<file path="config.mk">
export PLATFORM = sky130hd
export DESIGN_NAME = ausma_ram
export DESIGN_NICKNAME = d
export VERILOG_FILES = /design/src/sv/ausma_ram.sv
export SDC_FILE = /design/constraint.sdc
export NUM_CORES = 1
export LEC_CHECK = 0
export BUFFER_PORTS_ARGS = -buffer_cell sky130_fd_sc_hd__clkbuf_2
export CORE_UTILIZATION = 35
export DETAILED_ROUTE_END_ITERATION = 16
export PLACE_DENSITY = 0.58
export SETUP_SLACK_MARGIN = 0.05
export SLEW_MARGIN = 20
export SYNTH_ARGS = -nofsm -noshare
export SYNTH_HDL_FRONTEND = slang
export SYNTH_SLANG_ARGS = --single-unit
</file>
<file path="constraint.sdc">
create_clock -name clk -period 3.8 [get_ports clk]
set_clock_uncertainty 0.1 [all_clocks]
set_input_delay 0 -clock clk [delete_from_list [all_inputs] [get_ports clk]]
set_output_delay 0 -clock clk [all_outputs]
set_load 0.01 [all_outputs]
</file>
<file path="src/sv/ausma_ram.sv">
`timescale 1ns / 1ps

module ausma_ram #(
  parameter int WIDTH = 8,
  parameter int DEPTH = 16
) (
  input  logic                     clk,
  input  logic                     we,
  input  logic [$clog2(DEPTH)-1:0] waddr,
  input  logic [WIDTH-1:0]         wdata,
  input  logic                     re,
  input  logic [$clog2(DEPTH)-1:0] raddr,
  output logic [WIDTH-1:0]         rdata
);

  logic [WIDTH-1:0] mem [DEPTH];
  logic [WIDTH-1:0] rdata_r;

  // Write port and registered read port
  always_ff @(posedge clk) begin
    if (we) begin
      mem[waddr] <= wdata;
    end
    if (re) begin
      rdata_r <= mem[raddr];
    end
  end

  assign rdata = rdata_r;

endmodule

</file>
==> results.txt <==
clk slew on worst S/H paths: 0.06 ns
P&R area growth vs syn: 19.67%
sw frac: 0.1960
Synth warnings: 0
outcome: complete, no violations
share of the synthesized area in the top cell type: 0.7812
cell with the most instances after synthesis: edfxtp_1
top post-synthesis cells by count: edfxtp_1 (136), mux4_2 (18), a22oi_1 (16)
Setup Viol. Count Final: 0
period utilization: 0.4745
CP startpoint: waddr[0]
DRC viols: 0
post-CTS setup buffer count: 0
syn_area_per_cell: 22.83 um^2
diodes inserted: 0
Seq/Total Area, Yosys: 0.7812
crit path kind: input port to flop
largest net degree at the start of global routing: 33
reg-to-reg setup timing slack: 2.22 ns
maximum fanout along the worst path: 8
unrepaired setup endpoints after global routing: false
CTS tree: yes
CTS Buf Count: 17
Gate Count Post-Synth: 229
fraction of layout cells with a size suffix above 1: 0.2705
CTS sink count: 136
Routed Antenna Nets: 0
post-synth net total: 248
count of flip-flops with a built-in enable after synthesis: 136
Die Footprint: 0.01543 mm^2
Required @ worst endpoint: 3.75 ns
sequential share of power: 0.480
vias in the first global route: 2593
relative slew slack: 0.3408
FF-to-FF Start: mem[3][1]
Internal: 2.847 mW
Pleak: 2.080 nW
Max Clock Freq: 0.5545 GHz
post-synthesis adder-cell area fraction: 0
worst hold path class: input port to flop
Post-synth top flop: edfxtp_1
insertion delay to the later sink of the worst-skew pair: 0.41 ns
H-tree level count: 4
R2R depth: 3
initial core utilization: 0.3597
dpl hpwl: 6432 um
Via density: 5.065
Vias: 2411
dpl cell area: 0.005537 mm^2
Post-Synth Simple-Gate Area: 0.03135
biggest area consumer among synthesized cells: edfxtp_1
clock power share: 0.475
fin. max-slew vios: 0
initial antenna violation count: 0
Worst EP arrival: 1.75 ns
Worst setup SP type: input port
actual slew at the worst max-slew pin: 0.9852 ns
number of library cell types mapped by synthesis: 18
Core Area: 0.01453 mm^2
complex-gate fraction of the synthesized area: 0.02298
Post-Synth XOR/XNOR Area: 0
global-route wire length before repair: 15970 um
post-CTS sizing: 0
number of I/O pins: 27
Post-synth ARST share: 0
main area contributors after synthesis: edfxtp_1 (78%), mux4_2 (7.8%), mux4_1 (7.0%)
P per Cell Area: 566.0 mW/mm^2
fin crit period: 1.803 ns
Clock Tree Root: clkbuf_16
post-route setup TNS: 0 ns
Critical Path End Type: flop
clock tree buffer depth: 2
final hold vios: 0
combinational family with the most area after synthesis: multiplexers
DRT Wirelength: 10310 um
Final Wtd Congestion: 0.7273
Logic pwr share: 0.045
Die Wd: 124.2 um
die height: 124.2 um
# nets final: 298
Seq cells post-synth: 136
1st-iter DRT viols: 152
net switching power: 0.6940 mW
I/O Buffers: 26
# rows: 44
mux contribution to synthesized area: 0.1479
Routed WL per cell: 21.66 um
1st-pass router iterations: 4
final instance area: 0.006256 mm^2
VDD IR max: 0.0003049 V
max-cap violations: 0
CP endpoint: mem[0][5]
GRT overflow: 0
cell area after synthesis: 0.005228 mm^2
total track usage: 0.1448
reg2reg end: rdata[1]
-- placed cells by master, fill, tap and decap left out, drive strengths merged, types with 2 or more instances in the layout --
cell type / count
clkbuf: 44
clkinv: 7
a22oi: 16
nand2: 9
nor3: 4
clkinvlp: 2
bufinv: 4
nand2b: 2
nor2: 13
edfxtp: 136
mux4: 32
nand3b: 2
buf: 4
dlygate4sd3: 11
-- worst min path at each step --
stage / from / slack [ns] / cells after the start / to
detailed placement: re / 0.32 / 1 / rdata[3]
CTS: waddr[1] / 0.07 / 3 / mem[4][4]
finish: waddr[1] / 0.09 / 3 / mem[12][6]
global route: waddr[1] / 0.09 / 3 / mem[12][7]
global placement: wdata[6] / 0.31 / 1 / mem[1][6]
floorplan: wdata[0] / -0.001 / 0 / mem[0][0]
-- worst max-delay path: stages --
cell,delay (ns)
dlygate4sd3_1,0.53
clkbuf_2,0.16
nor3_2,0.19
dlygate4sd3_1,0.87
-- flip-flops by register name, summed over array words and instances (netlist names) --
name and count:
rdata 8, mem 128
-- power by group through the flow --
| stage | Clock [mW] | Sequential [mW] | Combinational [mW] |
|---|---|---|---|
| finish | 1.68 | 1.70 | 0.158 |
| CTS | 1.70 | 1.70 | 0.161 |
| global route | 1.77 | 1.70 | 0.174 |
| global placement | 0 | 1.73 | 0.148 |
| floorplan | 0 | 1.73 | 0.0853 |
| detailed placement | 0 | 1.73 | 0.152 |
-- through the flow --
stage / cells / util / worst slack (ns) / total power [mW] / hold WS [ns]
finish: 476 / 0.4304 / 1.997 / 3.541 / 0.08592
global route: 476 / 0.4304 / 1.823 / 3.649 / 0.08959
CTS: 476 / 0.4304 / 1.955 / 3.566 / 0.07227
global placement: 433 / 0.3809 / 1.563 / 1.879 / 0.3050
detailed placement: 433 / 0.3809 / 1.524 / 1.884 / 0.3240
floorplan: 229 / - / 2.207 / 1.817 / -0.001131
-- routing by layer --
layer	routed length, um	global-route usage	up-vias
met3	586	0.04440	10
met5	0	0	-
li1	-	-	1082
met4	95	0.06166	0
met2	5087	0.2262	64
met1	4539	0.1870	1255
-- final cells by class --
cell class                 count  area [um^2]
timing repair buffer          41        270.3
clock inverter                14        180.2
sequential                   136         4084
multi-input combinational     83         1062
fill                        1276         8278
tap                          184        230.2
clock buffer                  18        429.2
-- logic make-up (layout without fill, tap and decap cells) --
| family | Yosys count | count (layout) |
|---|---|---|
| DFF | 136 | 136 |
| and+or+nand+nor | 35 | 35 |
| AOI/OAI and AO/OA | 16 | 16 |
| buffers and inverters | 10 | 73 |
| muxes | 32 | 32 |
-- repair_timing --
action / 4_1_cts / 5_1_grt
hold endpoints to repair: 144 / 0
hold buffers: 11 / 0
endpoints found under the setup margin: 0 / 0
(Power assumes the default switching activity.)
