--- src/sv/ausma_pkg.sv ---
`timescale 1ns / 1ps

package ausma_pkg;

  // Window and axis geometry
  localparam int WINDOW_LENGTH = 12;
  localparam int SLOT_W        = (WINDOW_LENGTH > 1) ? $clog2(WINDOW_LENGTH) : 1;
  localparam int NUM_AXES      = 3;

  // Data widths
  localparam int SAMPLE_W  = 14;
  localparam int SCALED_W  = 20;
  localparam int SUM_W     = SCALED_W + $clog2(WINDOW_LENGTH);
  localparam int ROW_W     = NUM_AXES * SCALED_W;
  localparam int IN_DATA_W = 48;
  localparam int OUT_DATA_W = 64;

  // Divider geometry: dividend is |sample| * 9807 * 1024, divisor is 1000 * lsb_divisor
  localparam int DIV_W     = 37;
  localparam int DEN_W     = 23;
  localparam int DIV_CNT_W = $clog2(DIV_W);

  // Mean by reciprocal: |sum| * ceil(2^MEAN_SHIFT / WINDOW_LENGTH) >> MEAN_SHIFT,
  // exact for every sum magnitude below 2^SUM_W
  localparam int MEAN_SHIFT  = SUM_W + $clog2(WINDOW_LENGTH);
  localparam int RECIP_W     = SUM_W + 1;
  localparam int MEAN_PROD_W = MEAN_SHIFT + SCALED_W;
  localparam logic [RECIP_W-1:0] MEAN_RECIP =
    RECIP_W'(((64'd1 << MEAN_SHIFT) + 64'(WINDOW_LENGTH) - 64'd1) / 64'(WINDOW_LENGTH));

  // Scale constants
  localparam logic [23:0] SCALE_NUM = 24'd10042368;
  localparam logic [9:0]  SCALE_DEN = 10'd1000;

  // Saturation bounds of the scaled sample
  localparam logic [DIV_W-1:0]    NEG_LIMIT = DIV_W'(524288);
  localparam logic [DIV_W-1:0]    POS_LIMIT = DIV_W'(524287);
  localparam logic [SCALED_W-1:0] S20_MAX   = 20'h7FFFF;
  localparam logic [SCALED_W-1:0] S20_MIN   = 20'h80000;

  // Configuration register file
  localparam int CFG_AW = 3;
  localparam int CFG_DW = 32;
  localparam int DIVISOR_W = 13;
  localparam logic [DIVISOR_W-1:0] DIVISOR_RESET = 13'd2048;
  localparam logic [0:0] REG_LSB_DIVISOR = 1'b0;

  typedef logic signed [SCALED_W-1:0] scaled_t;
  typedef logic signed [SUM_W-1:0]    sum_t;

  // Form the 14-bit sample from the two data bytes
  function automatic logic signed [SAMPLE_W-1:0] unpack_sample(input logic [7:0] lo,
                                                                input logic [7:0] hi);
    logic [15:0] word;
    begin
      word = {hi, lo};
      return $signed(word[15:2]);
    end
  endfunction

  // Magnitude of a 14-bit sample; -8192 maps to 8192
  function automatic logic [SAMPLE_W-1:0] sample_mag(input logic signed [SAMPLE_W-1:0] s);
    begin
      return s[SAMPLE_W-1] ? (~s + SAMPLE_W'(1)) : s;
    end
  endfunction

endpackage

--- src/sv/ausma_div.sv ---
`timescale 1ns / 1ps

module ausma_div (
  input  logic                          clk,
  input  logic                          rst_n,
  input  logic                          start,
  input  logic [ausma_pkg::DIV_W-1:0]   dividend,
  input  logic [ausma_pkg::DEN_W-1:0]   divisor,
  output logic                          done,
  output logic [ausma_pkg::DIV_W-1:0]   quotient
);

  logic                              busy_r, busy_nxt;
  logic                              done_r, done_nxt;
  logic [ausma_pkg::DIV_CNT_W-1:0]   cnt_r, cnt_nxt;
  logic [ausma_pkg::DIV_W-1:0]       quo_r, quo_nxt;
  logic [ausma_pkg::DEN_W:0]         rem_r, rem_nxt;
  logic [ausma_pkg::DEN_W-1:0]       dvs_r, dvs_nxt;
  logic [ausma_pkg::DEN_W:0]         rem_sh;
  logic [ausma_pkg::DEN_W:0]         diff;
  logic                              ge;

  // One restoring step per cycle, quotient bits shift in from the right
  always_comb begin
    rem_sh   = {rem_r[ausma_pkg::DEN_W-1:0], quo_r[ausma_pkg::DIV_W-1]};
    diff     = rem_sh - {1'b0, dvs_r};
    ge       = (rem_sh >= {1'b0, dvs_r});
    busy_nxt = busy_r;
    done_nxt = 1'b0;
    cnt_nxt  = cnt_r;
    quo_nxt  = quo_r;
    rem_nxt  = rem_r;
    dvs_nxt  = dvs_r;
    if (start) begin
      busy_nxt = 1'b1;
      cnt_nxt  = '0;
      quo_nxt  = dividend;
      rem_nxt  = '0;
      dvs_nxt  = divisor;
    end else if (busy_r) begin
      quo_nxt = {quo_r[ausma_pkg::DIV_W-2:0], ge};
      rem_nxt = ge ? diff : rem_sh;
      cnt_nxt = cnt_r + ausma_pkg::DIV_CNT_W'(1);
      if (cnt_r == ausma_pkg::DIV_CNT_W'(ausma_pkg::DIV_W - 1)) begin
        busy_nxt = 1'b0;
        done_nxt = 1'b1;
      end
    end
  end

  // Hold control under reset, datapath free-running
  always_ff @(posedge clk) begin
    if (!rst_n) begin
      busy_r <= 1'b0;
      done_r <= 1'b0;
      cnt_r  <= '0;
    end else begin
      busy_r <= busy_nxt;
      done_r <= done_nxt;
      cnt_r  <= cnt_nxt;
    end
    quo_r <= quo_nxt;
    rem_r <= rem_nxt;
    dvs_r <= dvs_nxt;
  end

  assign done     = done_r;
  assign quotient = quo_r;

endmodule

--- config.mk ---
export PLATFORM = sky130hd
export DESIGN_NAME = ausma_div
export DESIGN_NICKNAME = d
export VERILOG_FILES = /design/src/sv/ausma_pkg.sv /design/src/sv/ausma_div.sv
export SDC_FILE = /design/constraint.sdc
export NUM_CORES = 1
export LEC_CHECK = 0
export BUFFER_PORTS_ARGS = -buffer_cell sky130_fd_sc_hd__buf_2
export CAP_MARGIN = 20
export CORE_MARGIN = 4
export CORE_UTILIZATION = 55
export CTS_BUF_LIST = sky130_fd_sc_hd__clkbuf_16
export DETAILED_ROUTE_END_ITERATION = 8
export GPL_TIMING_DRIVEN = 0
export PLACE_DENSITY = 0.8
export SYNTH_ARGS = -nofsm -noshare
export SYNTH_HDL_FRONTEND = slang
export SYNTH_SLANG_ARGS = --single-unit
--- constraint.sdc ---
create_clock -name clk -period 3.6 [get_ports clk]
set_input_delay 0.18 -clock clk [delete_from_list [all_inputs] [get_ports clk]]
set_output_delay 0.18 -clock clk [all_outputs]
set_load 0.02 [all_outputs]
==> impl_metrics.csv, run 1 <==
group,metric,value,unit
global_routing,antenna_found_initial,0,
clocking,clock_tree.htree_level_count,3,
route,route.detailed.drc,0,
floorplan,core_area,8760,um^2
clocking,cts_buffers,9,
worst_setup_path,crit_path_max_fanout,5,
yosys,netlist_instances,452,
pwr,share_clk_of_total_power,35.0,%
clocking,clkSlewWorstSetupHoldPaths,0.07,ns
yosys,postSynthAreaPerCell,11.0,um^2
floorplan,die_width,103,um
route,first_iter_violations,266,
worst_setup_path,crit_chain,"inv_1 > ha_1 > fa_1 > nor2b_1 > o31a_1 > o2111ai_1 > nand3_2 > o21ai_4 > or4_1 > a311oi_1",
clocking,cts.sinks,91,
clocking,bufs_on_longest_clock_path,2,
finish,layout.nets,660,
timing,layout_worst_path_cycle_share,80.8,%
global_routing,grt_first_pass_wirelength,18600,um
worst_setup_path,crit_buf_inv,1,
worst_setup_path,criticalPathCategory,"reg -> reg",
pwr,cellLeakagePower,2.54,nW
timing,finalWorstPathRequiredPeriod,2.91,ns
floorplan,start_util,56.6,%
yosys,synth_nets,541,
timing,rsz0062_at_grt,"no",
worst_setup_path,timing.critical_path.slowest_stage_cell,"sky130_fd_sc_hd__or4_1",
run,cap_violations,0,
placed_design,finalWeightedCongestion,0.901,
yosys,synth_commonest_cells,"sky130_fd_sc_hd__edfxtp_1 (60), sky130_fd_sc_hd__nor2_1 (50), sky130_fd_sc_hd__mux2_2 (37)",
clocking,worst_skew_pair_later_pin_latency,0.35,ns
worst_setup_path,setup.worst_path.end_class,"flip-flop",
placed_design,dp_worst_setup_slack,0.736,ns
timing,fin_skew,0.0111,ns
worst_setup_path,critical_path_arrival,3.16,ns
timing,timing.final.max_slew_violations,0,
clocking,cts_tree,"built",
route,ant_nets,0,
timing,slew_headroom,51.2,%
route,route.vias.total,3929,
floorplan,io-pin-count,101,
timing,final_hold_viol_count,0,
yosys,synth.most_common_cell,"sky130_fd_sc_hd__edfxtp_1",
route,via_density,5.74,
pwr,seq_power_share,44.1,%
yosys,ys_ff_latch,91,
yosys,syn_area,4960,um^2
timing,maxClockFrequency,344,MHz
timing,setup_ws_final,0.690,ns
pwr,ir_worst_vdd,0.274,mV
global_routing,grt_usage,22.7,%
timing,fin_tns_setup,0,ns
yosys,dominantRegCellSynth,"sky130_fd_sc_hd__edfxtp_1",
global_routing,grt_max_degree,26,
yosys,synth_seq_area_share,48.8,%
finish,proportion_of_layout_cells_with_a_drive_suffix_above_1,30.7,%
clocking,ctsResizeCount,0,
floorplan,fp-row-count,34,
global_routing,grt_remaining_overflow,0,
placed_design,placement.io_buffers,100,
floorplan,chipHeight,103,um
run_status,run_status,"finished clean",
pwr,p_int,2.03,mW
pwr,share_comb_of_total_power,20.9,%
global_routing,first_global_vias,3949,
yosys,ys_top_cells_by_area,"sky130_fd_sc_hd__edfxtp_1 (36%), sky130_fd_sc_hd__dfxtp_1 (13%), sky130_fd_sc_hd__mux2_2 (8.4%), sky130_fd_sc_hd__ha_1 (6.3%), sky130_fd_sc_hd__nor2_1 (3.8%)",
clocking,cts.root.buffer_cell,"sky130_fd_sc_hd__clkbuf_16",
worst_setup_path,worst_ep_required_time,3.85,ns
yosys,yosys.area.top_type_share,36.3,%
yosys,yosysWarningCount,0,
finish,areaGrowthSynthToFinish,21.1,%
yosys,share_of_synthesized_registers_carrying_an_async_set_or_reset,0,%
worst_setup_path,critical_path.startpoint_type,"flip-flop",
finish,insertedDiodeCount,0,
pwr,switching_share_of_power,29.1,%
route,drt-pass1-iter-count,5,
timing,setup_violations,0,
yosys,synth_largest_area_cell,"sky130_fd_sc_hd__edfxtp_1",
timing,tightestPinTransition,0.731,ns
route,total_wire_length_after_detailed_routing,11500,um
route,routed_wire_length_per_instance,16.9,um
pwr,powerDensity,477,nW/um^2
placed_design,hpwlAfterDp,8440,um
pwr,p_sw,0.834,mW
worst_setup_path,timing.critical_path.max_delay_family,"simple AND/OR/NAND/NOR gates",
hold_path,min-delay-path-class,"in -> reg",
yosys,edff_count_synth,60,
worst_setup_path,cp_slowest_stage_delay,0.56,ns
yosys,ys_types,59,
floorplan,overall_die_area,10600,um^2
==> cell usage in the layout (no fill, tap or decap), types with 3 or more instances in the layout <==
master,n
sky130_fd_sc_hd__buf_2,103
sky130_fd_sc_hd__edfxtp_1,60
sky130_fd_sc_hd__nor2_1,50
sky130_fd_sc_hd__mux2_2,37
sky130_fd_sc_hd__dfxtp_1,31
sky130_fd_sc_hd__inv_1,29
sky130_fd_sc_hd__a21oi_1,27
sky130_fd_sc_hd__nand2_1,26
sky130_fd_sc_hd__ha_1,25
sky130_fd_sc_hd__a211oi_1,17
sky130_fd_sc_hd__o21ai_0,14
sky130_fd_sc_hd__xnor2_1,13
sky130_fd_sc_hd__clkbuf_16,9
sky130_fd_sc_hd__clkbuf_1,8
sky130_fd_sc_hd__xor2_1,8
sky130_fd_sc_hd__a21o_1,7
sky130_fd_sc_hd__nor3_1,7
sky130_fd_sc_hd__dlygate4sd3_1,7
sky130_fd_sc_hd__nor2b_1,6
sky130_fd_sc_hd__nand4_1,6
sky130_fd_sc_hd__mux2i_1,6
sky130_fd_sc_hd__clkbuf_8,5
sky130_fd_sc_hd__nand3_1,5
sky130_fd_sc_hd__nand2b_1,5
sky130_fd_sc_hd__o21ai_1,4
sky130_fd_sc_hd__a311oi_1,4
sky130_fd_sc_hd__buf_6,3
sky130_fd_sc_hd__or4_1,3
sky130_fd_sc_hd__o31ai_1,3
sky130_fd_sc_hd__inv_8,3
==> layer usage <==
layer / part of all wire [%] / global-route usage (%) / vias up
met2: 48 / 38.1 / 158
met4: 2.0 / 7.37 / 0
met3: 9.7 / 7.78 / 19
li1: - / - / 1894
met5: 0 / 0 / -
met1: 41 / 27.5 / 1858
==> path summary, 6_finish.rpt <==
| check | startpoint | end | slack (ns) | cells past startpoint |
|---|---|---|---|---|
| setup / recovery | quotient[36]$_DFFE_PP_ | rem_r[15]$_SDFFE_PP0P_ | 0.69 | 10 |
| hold reg to reg | cnt_r[5]$_SDFFE_PP0P_ | done$_SDFF_PP0_ | 0.50 | 2 |
| setup reg to reg | quotient[36]$_DFFE_PP_ | rem_r[15]$_SDFFE_PP0P_ | 0.69 | 10 |
| hold / removal | divisor[6] | dvs_r[6]$_DFFE_PP_ | 0.01 | 1 |
==> stage by stage <==
step           util, %  cell area (um^2)  hold WS, ns  total power, mW  std cells
3_5_place_dp      64.2              5630        0.358             1.87        661
4_1_cts           68.1              5970     0.000358             2.87        680
5_1_grt           68.6              6010   0.00000699             3.00        684
3_3_place_gp      63.9              5600        0.359             1.85        660
6_report          68.6              6010      0.00975             2.87        684
2_1_floorplan        -              4960        0.279             1.70        452
==> sequential cells by signal, summed over array words and instances (netlist names) <==
signal / count
quotient: 37
cnt_r: 6
busy_r: 1
done: 1
dvs_r: 23
rem_r: 23
==> cells by family after synthesis <==
| logic type | Yosys count | synth area share, % |
|---|---|---|
| DFF | 91 | 48.8 |
| AOI/OAI and AO/OA | 100 | 14.2 |
| adders and majority gates | 26 | 6.71 |
| muxes | 43 | 9.61 |
| buffers and inverters | 50 | 5.55 |
| xor gates and xnor gates | 21 | 3.71 |
| and+or+nand+nor | 121 | 11.4 |
==> final cells by class <==
cell class / count / area [um^2]
fill: 684 / 2750
clock buffer: 9 / 225
tap: 108 / 135
timing repair buffer: 108 / 598
clock inverter: 7 / 90.1
sequential: 91 / 2420
buffer: 20 / 163
inverter: 30 / 113
multi-input combinational: 311 / 2260
==> power by group through the flow <==
stage | clock, mW | sequential, mW | combinational (mW)
finish | 1.00 | 1.26 | 0.600
global route | 1.07 | 1.27 | 0.659
CTS | 1.02 | 1.26 | 0.595
detailed placement | 0 | 1.28 | 0.589
global placement | 0 | 1.28 | 0.566
floorplan | 0 | 1.33 | 0.366
==> repair_timing <==
| item | CTS | global route |
|---|---|---|
| hold buffers | 3 | 4 |
| buffers inserted | 0 | 0 |
| endpoints found under the hold margin | 3 | 4 |
No activity file was read; power rests on OpenSTA's default activity.
==> run 2, diff against run 1 <==
--- a/config.mk
+++ b/config.mk
@@ -5,14 +5,15 @@
 export SDC_FILE = /design/constraint.sdc
 export NUM_CORES = 1
 export LEC_CHECK = 0
+export ABC_AREA = 1
 export BUFFER_PORTS_ARGS = -buffer_cell sky130_fd_sc_hd__buf_2
 export CAP_MARGIN = 20
 export CORE_MARGIN = 4
-export CORE_UTILIZATION = 55
+export CORE_UTILIZATION = 56
 export CTS_BUF_LIST = sky130_fd_sc_hd__clkbuf_16
 export DETAILED_ROUTE_END_ITERATION = 8
 export GPL_TIMING_DRIVEN = 0
-export PLACE_DENSITY = 0.8
+export PLACE_DENSITY = 0.81
 export SYNTH_ARGS = -nofsm -noshare
 export SYNTH_HDL_FRONTEND = slang
 export SYNTH_SLANG_ARGS = --single-unit
==> constraint.sdc (replaced) <==
create_clock -name clk -period 2.9 [get_ports clk]
set_input_delay 0.145 -clock clk [delete_from_list [all_inputs] [get_ports clk]]
set_output_delay 0.145 -clock clk [all_outputs]
set_load 0.02 [all_outputs]
==> impl_metrics.csv, run 2 <==
group,metric,value,unit
timing,final_hold_viol_count,0,
global_routing,antenna_found_initial,0,
floorplan,io-pin-count,101,
finish,proportion_of_layout_cells_with_a_drive_suffix_above_1,14.5,%
floorplan,core_area,9240,um^2
yosys,ys_top_cells_by_area,"sky130_fd_sc_hd__edfxtp_1 (34%), sky130_fd_sc_hd__nand2_1 (24%), sky130_fd_sc_hd__dfxtp_1 (12%), sky130_fd_sc_hd__inv_1 (6.9%), sky130_fd_sc_hd__ha_1 (5.9%)",
hold_path,timing.hold.worst.start,"rst_n",
finish,layout.nets,961,
yosys,dominantRegCellSynth,"sky130_fd_sc_hd__edfxtp_1",
global_routing,grt_remaining_overflow,0,
yosys,yosys.area.top_type_share,33.9,%
pwr,ir_worst_vdd,0.353,mV
route,route.detailed.drc,0,
run_status,run_status,"finished clean",
run,cap_violations,0,
timing,tightestPinTransition,0.674,ns
floorplan,die_width,105,um
route,ant_nets,0,
clocking,cts.root.buffer_cell,"sky130_fd_sc_hd__clkbuf_16",
hold_path,whs_endpoint,"busy_r$_SDFF_PN0_",
pwr,power,3.20,mW
finish,insertedDiodeCount,0,
timing,finalWorstPathRequiredPeriod,2.36,ns
hold_path,hold-path-cell-count,3,
yosys,share_of_synthesized_registers_carrying_an_async_set_or_reset,0,%
clocking,ctsResizeCount,0,
route,total_wire_length_after_detailed_routing,12800,um
hold_path,min-delay-path-class,"in -> reg",
route,first_iter_violations,244,
yosys,ys_ff_latch,91,
yosys,yosys.area_share.xor_xnor,1.81,%
yosys,synth_largest_area_cell,"sky130_fd_sc_hd__edfxtp_1",
timing,slew_headroom,55.0,%
yosys,syn_area,5320,um^2
global_routing,first_global_vias,5014,
worst_setup_path,setup.reg_to_reg.worst_slack,0.54,ns
worst_setup_path,crit_path_max_fanout,10,
route,routed_wire_length_per_instance,12.8,um
placed_design,placement.io_buffers,100,
timing,fin_skew,0.0113,ns
worst_setup_path,critical_path.startpoint_type,"flip-flop",
pwr,powerDensity,490,nW/um^2
clocking,cts.sinks,91,
yosys,synth_commonest_cells,"sky130_fd_sc_hd__nand2_1 (335), sky130_fd_sc_hd__inv_1 (98), sky130_fd_sc_hd__nor2_1 (76)",
worst_setup_path,worstRegToRegCells,16,
worst_setup_path,regToRegEndpoint,"rem_r[13]$_SDFFE_PP0P_",
worst_setup_path,worst_ep_required_time,3.18,ns
route,via_density,4.87,
yosys,yosysWarningCount,0,
yosys,synth_nets,826,
clocking,clkSlewWorstSetupHoldPaths,0.07,ns
clocking,cts_buffers,9,
global_routing,grt_first_pass_wirelength,21900,um
timing,maxClockFrequency,423,MHz
timing,rsz0062_at_grt,"no",
clocking,cts_hold_buffers,23,
placed_design,hpwlAfterDp,9690,um
timing,timing.final.max_slew_violations,0,
yosys,synth_top_family_by_area,"simple AND/OR/NAND/NOR gates",
yosys,postSynthAreaPerCell,7.21,um^2
clocking,bufs_on_longest_clock_path,2,
yosys,edff_count_synth,60,
clocking,clock_tree.htree_level_count,3,
timing,fin_tns_setup,0,ns
finish,areaGrowthSynthToFinish,23.1,%
yosys,synth.most_common_cell,"sky130_fd_sc_hd__nand2_1",
global_routing,grt_max_degree,29,
yosys,ys_types,28,
worst_setup_path,critical_path_arrival,2.64,ns
worst_setup_path,setup.worst_path.end_class,"flip-flop",
clocking,cts.repair_timing.setup_buffer_count,0,
route,drt-pass1-iter-count,5,
clocking,worst_skew_pair_later_pin_latency,0.34,ns
floorplan,overall_die_area,11100,um^2
yosys,post_synth_and_or_nand_nor_area_fraction,34.8,%
floorplan,fp-row-count,35,
floorplan,chipHeight,105,um
route,route.vias.total,4903,
yosys,synth_mux_area_share,0,%
yosys,synth-compound-area-share,2.92,%
finish,most_frequent_standard_cell_in_the_layout_excluding_fill_and_tap_cells,"sky130_fd_sc_hd__nand2_1",
yosys,netlist_instances,737,
worst_setup_path,criticalPathCategory,"reg -> reg",
pwr,cellLeakagePower,3.34,nW
finish,final_cell_mix,"sky130_fd_sc_hd__nand2_1 (335), sky130_fd_sc_hd__buf_2 (101), sky130_fd_sc_hd__inv_1 (98)",
clocking,cts_tree,"built",
worst_setup_path,crit_path_start,"quotient[36]$_DFFE_PP_",
timing,layout_worst_path_cycle_share,81.5,%
yosys,synth_seq_area_share,45.6,%
placed_design,finalWeightedCongestion,0.935,
global_routing,grt_usage,24.0,%
worst_setup_path,reg_to_reg_startpoint,"quotient[36]$_DFFE_PP_",
yosys,synth_fa_ha_area_share,6.26,%
floorplan,start_util,57.5,%
finish,largest_register_ff_count,37,
timing,setup_violations,0,
-- run 2: where the power goes --
group	total, mW	internal, mW	switching [mW]	leakage [nW]
registers	1.52	1.48	0.0402	0.855
logic	0.468	0.172	0.296	2.33
clock network	1.21	0.687	0.528	0.149
-- run 2: worst max-delay path: stages (launching register included) --
cell and delay [ns]:
sky130_fd_sc_hd__edfxtp_1 0.39, sky130_fd_sc_hd__inv_1 0.06, sky130_fd_sc_hd__ha_1 0.22, sky130_fd_sc_hd__fa_1 0.41, sky130_fd_sc_hd__inv_1 0.09, sky130_fd_sc_hd__nand2_1 0.06, sky130_fd_sc_hd__nand2_1 0.07, sky130_fd_sc_hd__nand3_1 0.06
sky130_fd_sc_hd__nand2_1 0.16, sky130_fd_sc_hd__nand2_1 0.08, sky130_fd_sc_hd__nand4_2 0.10, sky130_fd_sc_hd__buf_6 0.15, sky130_fd_sc_hd__buf_6 0.16, sky130_fd_sc_hd__nor2_1 0.05, sky130_fd_sc_hd__nor2_1 0.08, sky130_fd_sc_hd__nand2_1 0.07
sky130_fd_sc_hd__nand2_1 0.08
-- run 2: cell families after synthesis --
family | count (synthesis)
AO/OA/AOI/OAI | 29
XOR/XNOR | 11
adder cells (fa/ha/maj) | 26
buffers and inverters | 115
flip-flops | 91
AND/OR/NAND/NOR | 465
-- run 2: metrics by stage --
| stage | setup slack, ns | util, % | instance area (um^2) | hold slack, ns | instances |
|---|---|---|---|---|---|
| 6_report | 0.536 | 70.8 | 6540 | 0.0683 | 1006 |
| 5_1_grt | 0.327 | 70.8 | 6540 | 0.0658 | 1006 |
| 4_1_cts | 0.522 | 70.8 | 6540 | 0.0635 | 1006 |
| 3_5_place_dp | 0.533 | 65.0 | 6000 | 0.324 | 967 |
| 3_3_place_gp | 0.481 | 64.7 | 5980 | 0.321 | 966 |
| 2_1_floorplan | 0.720 | - | 5320 | 0.244 | 737 |
-- run 2: how the worst max path moves through the flow --
stage | cells past startpoint | slack (ns) | end
floorplan | 15 | 0.72 | rem_r[10]$_SDFFE_PP0P_
global placement | 3 | 0.48 | quotient[10]$_DFFE_PP_
detailed placement | 16 | 0.53 | rem_r[13]$_SDFFE_PP0P_
CTS | 16 | 0.52 | rem_r[13]$_SDFFE_PP0P_
global route | 16 | 0.33 | rem_r[14]$_SDFFE_PP0P_
finish | 16 | 0.54 | rem_r[13]$_SDFFE_PP0P_
-- run 2: layout make-up --
cell class | count | area [um^2]
plain buffers | 17 | 91.3
clock buffers | 9 | 225
clock inverters | 7 | 83.8
fillers | 760 | 2700
inverters | 98 | 368
multi-input cells | 531 | 2430
flip-flops and latches | 91 | 2420
well taps | 129 | 161
repair buffers | 124 | 758
-- run 2: metal layers --
layer  part of all wire [%]  vias to the layer above  global-route usage [%]
li1                       -                     2553                       -
met1                     42                     2218                    28.7
met2                     51                      120                    43.7
met3                    5.7                       12                    5.76
met4                    1.0                        0                    4.97
met5                      0                        -                       0
==> run 3, diff against run 2 <==
--- a/config.mk
+++ b/config.mk
@@ -5,15 +5,15 @@
 export SDC_FILE = /design/constraint.sdc
 export NUM_CORES = 1
 export LEC_CHECK = 0
-export ABC_AREA = 1
+export ABC_AREA = 0
 export BUFFER_PORTS_ARGS = -buffer_cell sky130_fd_sc_hd__buf_2
 export CAP_MARGIN = 20
 export CORE_MARGIN = 4
-export CORE_UTILIZATION = 56
+export CORE_UTILIZATION = 50
 export CTS_BUF_LIST = sky130_fd_sc_hd__clkbuf_16
 export DETAILED_ROUTE_END_ITERATION = 8
 export GPL_TIMING_DRIVEN = 0
-export PLACE_DENSITY = 0.81
+export PLACE_DENSITY = 0.77
 export SYNTH_ARGS = -nofsm -noshare
 export SYNTH_HDL_FRONTEND = slang
 export SYNTH_SLANG_ARGS = --single-unit
==> constraint.sdc (replaced) <==
create_clock -name clk -period 2.1 [get_ports clk]
set_input_delay 0.105 -clock clk [delete_from_list [all_inputs] [get_ports clk]]
set_output_delay 0.105 -clock clk [all_outputs]
set_load 0.02 [all_outputs]
==> impl_metrics.csv, run 3 (synthesized netlist as in run 1, its figures left out) <==
group,metric,value,unit
worst_setup_path,regToRegEndpoint,"rem_r[15]$_SDFFE_PP0P_",
global_routing,grt_first_pass_wirelength,20700,um
timing,finalHoldWorstSlack,0.00687,ns
placed_design,numPlacedInstances,686,
clocking,cts.root.buffer_cell,"sky130_fd_sc_hd__clkbuf_16",
run_status,violated_checks,"setup timing",
global_routing,first_global_vias,4362,
floorplan,chipHeight,108,um
hold_path,hold-path-cell-count,2,
timing,maxClockFrequency,377,MHz
worst_setup_path,crit_path_start,"rem_r[2]$_SDFFE_PP0P_",
pwr,ir_worst_vdd,0.557,mV
timing,slew_headroom,58.8,%
route,drt-pass1-iter-count,7,
clocking,worst_skew_pair_later_pin_latency,0.35,ns
finish,proportion_of_layout_cells_with_a_drive_suffix_above_1,40.9,%
clocking,clkSlewWorstSetupHoldPaths,0.07,ns
placed_design,finalWeightedCongestion,0.877,
timing,tightestPinTransition,0.618,ns
finish,most_frequent_standard_cell_in_the_layout_excluding_fill_and_tap_cells,"sky130_fd_sc_hd__buf_2",
finish,largest_register_ff_count,37,
clocking,cts_tree,"built",
global_routing,grt_usage,22.7,%
pwr,powerDensity,758,nW/um^2
timing,setup_ws_final,-0.554,ns
timing,final_hold_viol_count,0,
worst_setup_path,crit_path_max_fanout,5,
worst_setup_path,crit_chain,"ha_4 > a21o_1 > a21oi_1 > a21oi_4 > nor4_2 > o21ai_0 > or4_4 > a311oi_2",
route,routed_wire_length_per_instance,17.4,um
hold_path,min-delay-path-class,"in -> reg",
hold_path,timing.hold.worst.start,"rst_n",
placed_design,dp_worst_setup_slack,-0.776,ns
worst_setup_path,crit_buf_inv,0,
floorplan,fp-row-count,36,
worst_setup_path,cp_slowest_stage_delay,0.52,ns
clocking,cts_buffers,9,
worst_setup_path,timing.critical_path.slowest_stage_cell,"sky130_fd_sc_hd__or4_4",
timing,timing.final.max_slew_violations,0,
floorplan,core_area,9730,um^2
run,cap_violations,0,
worst_setup_path,timing.critical_path.max_delay_family,"compound AO/OA/AOI/OAI gates",
finish,final_cell_mix,"sky130_fd_sc_hd__buf_2 (100), sky130_fd_sc_hd__edfxtp_1 (60), sky130_fd_sc_hd__nor2_1 (44)",
hold_path,whs_endpoint,"busy_r$_SDFF_PN0_",
clocking,cts.sinks,91,
route,route.detailed.drc,0,
timing,finalWorstPathRequiredPeriod,2.65,ns
placed_design,placement.cell_area,5680,um^2
worst_setup_path,reg_to_reg_startpoint,"rem_r[2]$_SDFFE_PP0P_",
run_status,run_status,"complete, but fails checks",
worst_setup_path,critical_path_arrival,2.90,ns
timing,rsz0062_at_grt,"yes",
route,first_iter_violations,307,
timing,setup_violations,24,
floorplan,overall_die_area,11600,um^2
global_routing,grt_remaining_overflow,0,
worst_setup_path,worst_ep_required_time,2.34,ns
clocking,bufs_on_longest_clock_path,2,
worst_setup_path,setup.worst_path.end_class,"flip-flop",
placed_design,hpwlAfterDp,8460,um
finish,layout_cells_excl_fill,749,
floorplan,die_width,108,um
pwr,cellLeakagePower,2.78,nW
worst_setup_path,criticalPathCategory,"reg -> reg",
worst_setup_path,worstRegToRegCells,8,
route,route.vias.total,4141,
floorplan,io-pin-count,101,
worst_setup_path,setup.reg_to_reg.worst_slack,-0.55,ns
floorplan,start_util,51.0,%
finish,areaGrowthSynthToFinish,35.7,%
timing,fin_skew,0.0122,ns
finish,final_design_area_no_fill,6740,um^2
route,total_wire_length_after_detailed_routing,13000,um
global_routing,antenna_found_initial,0,
placed_design,placement.io_buffers,100,
worst_setup_path,critical_path.startpoint_type,"flip-flop",
global_routing,grt_max_degree,26,
timing,layout_worst_path_cycle_share,126,%
clocking,clock_tree.htree_level_count,3,
finish,layout.nets,700,
finish,insertedDiodeCount,0,
route,via_density,5.53,
route,ant_nets,0,
run 3: layer usage:
metal  up-vias  wire (um)  global-route usage [%]
met2       179       6530                    39.4
li1       1971          -                       -
met4         0        241                    7.75
met3        27       1140                    7.14
met5         -          0                       0
met1      1964       5100                    26.5
run 3: timing repair:
action,4_1_cts,5_1_grt
setup buffers,15,9
setup endpoints to repair,24,24
cloned,0,1
hold buffers,23,0
endpoints found under the hold margin,23,0
pin swaps,34,14
resized for setup,43,22
run 3: final cells by class:
cell class | count | area, um^2
fill | 714 | 2990
multi-input combinational | 311 | 2570
sequential | 91 | 2420
timing repair buffer | 148 | 980
clock buffer | 9 | 225
buffer | 20 | 181
tap | 133 | 166
inverter | 30 | 113
clock inverter | 7 | 75.1
run 3: how the worst max path moves through the flow:
| stage | end | slack (ns) | cells past startpoint |
|---|---|---|---|
| after floorplan | rem_r[15]$_SDFFE_PP0P_ | -0.36 | 10 |
| after global placement | rem_r[1]$_SDFFE_PP0P_ | -0.63 | 12 |
| after detailed placement | rem_r[1]$_SDFFE_PP0P_ | -0.78 | 12 |
| after CTS | rem_r[19]$_SDFFE_PP0P_ | -0.48 | 11 |
| after global routing | rem_r[15]$_SDFFE_PP0P_ | -0.65 | 13 |
| final | rem_r[15]$_SDFFE_PP0P_ | -0.55 | 8 |
run 3: where the power goes:
group / total (mW) / leakage [nW] / switching [mW] / internal (mW)
clock network: 1.65 / 0.145 / 0.801 / 0.848
logic: 1.29 / 1.79 / 0.700 / 0.586
registers: 2.17 / 0.852 / 0.0908 / 2.08
total: 5.11 / 2.78 / 1.59 / 3.51
run 3: metrics by stage:
stage	TNS [ns]	utilization (%)	total power, mW
after floorplan	-7.54	-	2.92
after global placement	-25.30	58.1	3.18
after detailed placement	-15.16	58.4	3.22
after CTS	-9.96	67.3	5.02
after global routing	-13.33	69.2	5.33
final	-10.47	69.2	5.11
